### config.mk
export PLATFORM = sky130hd
export DESIGN_NAME = depth_delta_zigzag_nibble_encoder
export DESIGN_NICKNAME = d
export VERILOG_FILES = /design/src/rtl/ddzn_pkg.sv /design/src/rtl/ddzn_dp.sv /design/src/rtl/ddzn_ctrl.sv /design/src/rtl/depth_delta_zigzag_nibble_encoder.sv
export SDC_FILE = /design/constraint.sdc
export NUM_CORES = 1
export LEC_CHECK = 0
export ABC_AREA = 1
export ABC_CLOCK_PERIOD_IN_PS = 8060
export BUFFER_PORTS_ARGS = -buffer_cell sky130_fd_sc_hd__buf_2
export CAP_MARGIN = 20
export CORE_MARGIN = 2
export CORE_UTILIZATION = 64
export DETAILED_ROUTE_END_ITERATION = 10
export PLACE_DENSITY = 0.89
export SLEW_MARGIN = 10
export SYNTH_ARGS = -nofsm -noshare
export SYNTH_HDL_FRONTEND = slang
export SYNTH_HIERARCHICAL = 1
export SYNTH_SLANG_ARGS = --single-unit
### constraint.sdc
create_clock -name clk -period 8.06 [get_ports clk]
set_clock_uncertainty 0.2 [all_clocks]
set_input_delay 1.612 -clock clk [delete_from_list [all_inputs] [get_ports clk]]
set_output_delay 1.612 -clock clk [all_outputs]
set_load 0.005 [all_outputs]
### src/rtl/ddzn_pkg.sv
// Shared types, constants and the zigzag function of the depth delta encoder.
// Used by ddzn_ctrl, ddzn_dp and the top level; depends on nothing.
package ddzn_pkg;

  localparam int unsigned PixelWidth = 16;
  localparam int unsigned GroupBits  = 3;
  localparam int unsigned CodeWidth  = GroupBits + 1;
  localparam int unsigned InDataW    = 16;
  localparam int unsigned OutDataW   = 8;

  typedef logic [PixelWidth-1:0] pixel_t;
  typedef logic [GroupBits-1:0]  group_t;
  typedef logic [CodeWidth-1:0]  code_t;

  typedef enum logic [1:0] {
    ST_IDLE = 2'b01,
    ST_EMIT = 2'b10
  } state_t;

  // controller to datapath
  typedef struct packed {
    logic load;   // take a pixel, form its zigzag word
    logic emit;   // move the low group into the output register
  } cmd_t;

  // datapath to controller
  typedef struct packed {
    logic more;   // groups remain after the current low group
  } status_t;

  // Signed difference mapped to non-negative: d >= 0 -> 2d, d < 0 -> -2d-1.
  function automatic pixel_t zigzag(input pixel_t diff);
    zigzag = {diff[PixelWidth-2:0], 1'b0} ^ {PixelWidth{diff[PixelWidth-1]}};
  endfunction

endpackage

### src/rtl/ddzn_dp.sv
// Datapath of the depth delta encoder: previous pixel, group shift register
// and output code register. Imports ddzn_pkg; driven by ddzn_ctrl.
module ddzn_dp
  import ddzn_pkg::*;
(
  input  logic    clk,
  input  cmd_t    cmd,
  output status_t status,
  input  pixel_t  pixel,
  input  logic    frame_start,
  input  logic    rst,
  output code_t   code,
  output logic    last
);

  pixel_t previous_pixel;
  pixel_t work;
  pixel_t diff;
  logic   more;

  assign diff = pixel - (frame_start ? '0 : previous_pixel);
  assign more = |work[PixelWidth-1:GroupBits];
  assign status.more = more;

  always_ff @(posedge clk) begin
    if (rst) begin
      previous_pixel <= '0;
    end else if (cmd.load) begin
      previous_pixel <= pixel;
    end
  end

  // load wins over the shift; the group being emitted was read beforehand
  always_ff @(posedge clk) begin
    if (cmd.load) begin
      work <= zigzag(diff);
    end else if (cmd.emit) begin
      work <= work >> GroupBits;
    end
  end

  always_ff @(posedge clk) begin
    if (cmd.emit) begin
      code <= {more, work[GroupBits-1:0]};
      last <= ~more;
    end
  end

endmodule

### src/rtl/ddzn_ctrl.sv
// Controller of the depth delta encoder: pixel state machine and output
// valid flag. Imports ddzn_pkg; commands ddzn_dp.
module ddzn_ctrl
  import ddzn_pkg::*;
(
  input  logic    clk,
  input  logic    rst,
  input  logic    in_valid,
  output logic    in_ready,
  output logic    out_valid,
  input  logic    out_ready,
  output cmd_t    cmd,
  input  status_t status
);

  state_t state;
  state_t state_next;
  logic   out_free;

  assign out_free = ~out_valid | out_ready;
  assign cmd.emit = (state == ST_EMIT) && out_free;
  // take the next pixel in the cycle the final group leaves
  assign in_ready = (state == ST_IDLE) || (cmd.emit && ~status.more);
  assign cmd.load = in_valid && in_ready;

  always_comb begin
    state_next = state;
    if (cmd.load) begin
      state_next = ST_EMIT;
    end else if (cmd.emit && ~status.more) begin
      state_next = ST_IDLE;
    end
  end

  always_ff @(posedge clk) begin
    if (rst) begin
      state     <= ST_IDLE;
      out_valid <= 1'b0;
    end else begin
      state <= state_next;
      if (cmd.emit) begin
        out_valid <= 1'b1;
      end else if (out_ready) begin
        out_valid <= 1'b0;
      end
    end
  end

  a_load_enters_emit: assert property (@(posedge clk) disable iff (rst)
    cmd.load |=> state == ST_EMIT)
    else $error("pixel load did not start emission");

  a_more_stays: assert property (@(posedge clk) disable iff (rst)
    cmd.emit && status.more |=> state == ST_EMIT && out_valid)
    else $error("left emission with groups pending");

  a_ready_only_at_end: assert property (@(posedge clk) disable iff (rst)
    in_ready && state == ST_EMIT |-> cmd.emit && !status.more)
    else $error("ready raised mid pixel");

  a_emit_sets_valid: assert property (@(posedge clk) disable iff (rst)
    cmd.emit |=> out_valid)
    else $error("emitted code not presented");

endmodule

### src/rtl/depth_delta_zigzag_nibble_encoder.sv
// Top level of the depth delta / zigzag / 3-bit group encoder.
// Imports ddzn_pkg; instantiates ddzn_ctrl and ddzn_dp.
//
//  channel  dir  tdata (low bit up)           tuser          tlast
//  s_axis   in   [15:0] pixel                  frame_start    -
//  m_axis   out  [3:0] code, [7:4] zero        -              last
//
// A pixel yields 1 to 6 codes, sent by the single group shift register at
// one 3-bit group per cycle while the output is not stalled.
// The next pixel is taken in the cycle its predecessor's final code leaves.
// Reset (rst, synchronous) clears the previous pixel, the state machine and
// the output valid flag.
// A stalled output holds its code; emission pauses until it is taken.
module depth_delta_zigzag_nibble_encoder
  import ddzn_pkg::*;
(
  input  logic                clk,
  input  logic                rst,
  input  logic                s_axis_tvalid,
  output logic                s_axis_tready,
  input  logic [InDataW-1:0]  s_axis_tdata,   // [15:0] pixel
  input  logic                s_axis_tuser,   // [0] frame_start
  output logic                m_axis_tvalid,
  input  logic                m_axis_tready,
  output logic [OutDataW-1:0] m_axis_tdata,   // [3:0] code, [7:4] zero
  output logic                m_axis_tlast
);

  cmd_t    cmd;
  status_t status;
  code_t   code;

  ddzn_ctrl u_ctrl (
    .clk       (clk),
    .rst       (rst),
    .in_valid  (s_axis_tvalid),
    .in_ready  (s_axis_tready),
    .out_valid (m_axis_tvalid),
    .out_ready (m_axis_tready),
    .cmd       (cmd),
    .status    (status)
  );

  ddzn_dp u_dp (
    .clk         (clk),
    .cmd         (cmd),
    .status      (status),
    .pixel       (s_axis_tdata[PixelWidth-1:0]),
    .frame_start (s_axis_tuser),
    .rst         (rst),
    .code        (code),
    .last        (m_axis_tlast)
  );

  assign m_axis_tdata = {{(OutDataW-CodeWidth){1'b0}}, code};

endmodule
## Word level (Yosys, flattened, before mapping)

Index checks and enable logic that the tools add are counted.

| cells by class | value |
|---|---|
| add/sub/neg operators | 1 |
| reductions and logical operators | 8 |
| equality and inequality tests | 2 |
| mux-type cells | 7 |
| bitwise gates (word level) | 4 |

Operators with widths:

| operator | number |
|---|---|
| 2-to-1 mux 16 bit | 3 |
| subtractor 16 bit | 1 |
| bitwise XOR 16 bit | 1 |
| OR reduction 13 bit | 1 |
| nonzero test 2 bit | 3 |
| 2-to-1 mux 2 bit | 2 |
| logical AND 1 bit | 3 |
| equality test 2 x 1 -> 1 bit, second input constant | 1 |
| equality test 2 bit, second input constant | 1 |
| 2-to-1 mux 1 bit | 2 |
| NOT 1 bit | 2 |
| logical OR 1 bit | 1 |
| bitwise OR 1 bit | 1 |

| storage, ports and cells | value |
|---|---|
| word-level logic and storage cells | 28 |
| input port bits | 21 |
| output and inout bits | 11 |
| flip-flop bits (word level) | 40 |

## Logic depth before layout (Yosys ltp)

| depth | value |
|---|---|
| word-level depth | 7 |
| mapped depth | 16 |

## Modules after synthesis

The synthesis kept the hierarchy.

Modules (own cells, without submodules):

| module | area each (um^2) | times used | sequential area each (um^2) | cells each |
|---|---|---|---|---|
| ddzn_dp | 2790.2 | 1 | 950.9 | 408 |
| ddzn_ctrl | 163.9 | 1 | 60.1 | 24 |
| depth_delta_zigzag_nibble_encoder | 33.8 | 1 | 0.0 | 5 |

## Worst setup path after synthesis

No wires, ideal clock.

| timing | value |
|---|---|
| kind | input-to-reg |
| start | input s_axis_tuser |
| end | register u_dp.work[5] (data pin) |
| buffers on the path | 2 |
| stages on the path | 15 |
| path slack | 4.305 ns |
| data arrival time | 3.302 ns |
| path through | inv_2 > clkbuf_1 > nand2_1 > ha_1 > nand2_2 > inv_2 > nand2_1 > nand2_1 > a21oi_4 > nand3_1 > nand2_2 > buf_6 > nand2_1 > nand3_1 > nand2_1 |

| between the ends | value |
|---|---|
| longest elaborated chain between the ends | 4 |

Ends and longest elaborated chain:

| element | RTL line | RTL |
|---|---|---|
| from (decl) | depth_delta_zigzag_nibble_encoder.sv:22 | `input logic s_axis_tuser,` |
| 2-to-1 mux 16 bit | ddzn_dp.sv:21 | `assign diff = pixel - (frame_start ? '0 : previous_pixel);` |
| subtractor 16 bit | ddzn_dp.sv:21 |  |
| bitwise XOR 16 bit | ddzn_pkg.sv:33 | `zigzag = {diff[PixelWidth-2:0], 1'b0} ^ {PixelWidth{diff[PixelWidth-1]}};` |
| 2-to-1 mux 16 bit | ddzn_dp.sv:35 | `if (cmd.load) begin` |
| to (signal assigned) | ddzn_dp.sv:36 | `work <= zigzag(diff);` |
| to (signal assigned) | ddzn_dp.sv:38 | `work <= work >> GroupBits;` |
| to (decl) | ddzn_dp.sv:17 | `pixel_t work;` |

No other way between the ends.
A chain may end at the register's enable or synchronous reset.

==> run metrics <==
EDFF count, synth=21; DRC viols=0; worst path bufs/invs=4; Slew Limit Fails=0; Vias=between 2000 and 3000; initial antenna violation count=0; CTS tree=yes; # IOs=32; sequential-to-total area share from yosys stat=0.3384; starting density of the core=0.6769; post-cts resize count=0; vias in the first global route=between 2000 and 3000; commonest non-fill, non-tap cell in the layout=nand2_1; CTS buffer count=5; Post-DRT Antenna Nets=0; post-synthesis register bit count=40; crit path DAT=approximately 4200 ps; CTS sink cnt=40; delay-heaviest family, CP=buffers and inverters; Slew headroom=0.3114; Yosys top cell area share=0.2399; post-synthesis cell type count=39; Nets=around 500; share of flip-flops with an asynchronous set or reset=0; syn avg cell area=6.837 sq um; Slowest cell on crit path=inv_1; Reg clk slew, reported paths=80 ps; CP most frequent cell=inv_1; # diodes=0; RSZ-0062 raised after global routing=no; final worst-path cycle share=0.5330; Layout Cells excl Fill=511; die width=72.33 um; crit-path cells=nor4_1, nand3_1, nor4_1, inv_1, inv_1, nand3_2, nand2_2, nand2_2, inv_1, inv_1, nand2_1, o21ai_0, nand2_1, nand2_1; Leak=1.617 nW; CP required=7920 ps; initial detailed-routing violation count=roughly 150; peak supply drop=about 0.1 mV; largest fanout on the critical path=32; Worst-Skew Late Latency=300 ps; Inst Count DP=503; Peak Freq=roughly 0.23 GHz; port bufs=27; Yosys warnings=6; Hold Vio Cnt, Final=0; worst hold path type=register to register; commonest non-fill, non-tap cells in the layout=nand2_1 (191), inv_1 (54), buf_2 (27), nand3_1 (25), a21oi_1 (22); GRT Total Usage=0.2620; status=complete, no violations; Critical Path Source Type=register; top cell type by total area after synthesis=nand2_1; Max-Cap Viols=0; area growth from synthesis to layout=7.789%; first-pass GRT wire length=10740 um; Cells after Synth=437; post-layout util=0.7296; Post-synth top flop=edfxtp_1; Total Routed Length=6173 um; wire length per cell=12.08 um; # hold bufs at CTS=0; Die Ht=72.33 um; top cells by area in the synthesized netlist=nand2_1 (24%), edfxtp_1 (21%), dfxtp_1 (13%); CTS HTree Levels=2; GR Overflow Total=0; Setup Buffers After CTS=0; Worst setup EP type=register; die area=5231 sq um; pin count of the biggest net entering global routing=33; CP peak stage delay=750 ps; # rows=24; WS Path Type=register to register; setup TNS=0 ps; routability cong.=0.9240; Min Hold Slack=229.1 ps; CTS max path bufs=2; drt pass-1 iters=6; R2R setup slack=3760 ps; average via count per standard cell=5.292; min Tclk post-route=4296 ps; share of layout cells above drive strength 1=0.1373; Slew @ Worst Pin=1032 ps; Cell Pwr Density=180.8 nW/um^2; DP HPWL=4723 um; core area=4414 sq um; synthesized area=approximately 3000 sq um; # setup viols final=0; Root Driver=clkbuf_8
## cell type report
cell class                      instances  area, sq um
Sequential cell                        40         1011
Timing Repair Buffer                   27        135.1
Clock inverter                          3        42.54
Tap cell                               52        65.06
Clock buffer                            5        68.82
Inverter                               58        222.7
Multi-Input combinational cell        326         1675
Fill cell                             366         1194
## routing by layer
metal / vias up / share of wire / global-route usage
met5: - / 0 / 0
met4: 0 / 0.024 / 0.1132
met3: 16 / 0.043 / 0.06250
met2: 73 / 0.50 / 0.4679
met1: 1219 / 0.43 / 0.2959
li1: 1396 / - / -
## synthesized netlist by cell type (4+ instances only)
cell type  number
clkbuf_1        5
nand3_1        25
nand2_2         6
xnor2_1         4
a21oi_1        22
nand2_1       191
inv_1          54
buf_4           5
o21ai_0         4
dfxtp_1        19
ha_1           17
nor2_1         17
edfxtp_1       21
## through the flow
stage | setup WS, ps | total power [mW] | instance area, sq um
floorplan | 4305 | 0.3862 | 2999
global placement | 3753 | 0.4130 | 3109
detailed placement | 3606 | 0.4202 | 3109
CTS | 3772 | 0.5841 | 3221
global route | 3537 | 0.6204 | 3221
finish | 3764 | 0.5823 | 3221
## report_power, final
group          leakage [nW]  internal (mW)  switching, mW
Clock                0.0558         0.0917         0.0715
Sequential            0.358          0.241         0.0104
Combinational          1.20         0.0580          0.110
Total                  1.62          0.390          0.192
## state kept, by name, indices dropped and copies added (netlist names)
register	count
u_dp/previous_pixel	16
u_dp/code	4
u_dp/work	16
u_ctrl/state	2
u_ctrl/out_valid	1
u_dp/last	1
## path summary, 6_finish.rpt
| path | startpoint | to | cells after the start |
|---|---|---|---|
| max | u_dp/work[9]$_DFFE_PP_ | u_dp/work[4]$_DFFE_PP_ | 14 |
| min | u_dp/work[2]$_DFFE_PP_ | u_dp/code[2]$_DFFE_PP_ | 0 |
| max reg2reg | u_dp/work[9]$_DFFE_PP_ | u_dp/work[4]$_DFFE_PP_ | 14 |
| min reg2reg | u_dp/work[2]$_DFFE_PP_ | u_dp/code[2]$_DFFE_PP_ | 0 |
## logic make-up (layout without fill, tap and decap cells)
group,after synthesis,after routing,synth area share
AND/OR/NAND/NOR,264,264,0.3903
flip-flops,40,40,0.3384
buffers and inverters,74,93,0.1047
other,1,4,0.001255
adder cells (fa/ha/maj),18,18,0.07789
XOR/XNOR,7,7,0.02303
AO/OA/AOI/OAI,33,33,0.06449
No activity file was read; power rests on OpenSTA's default activity.
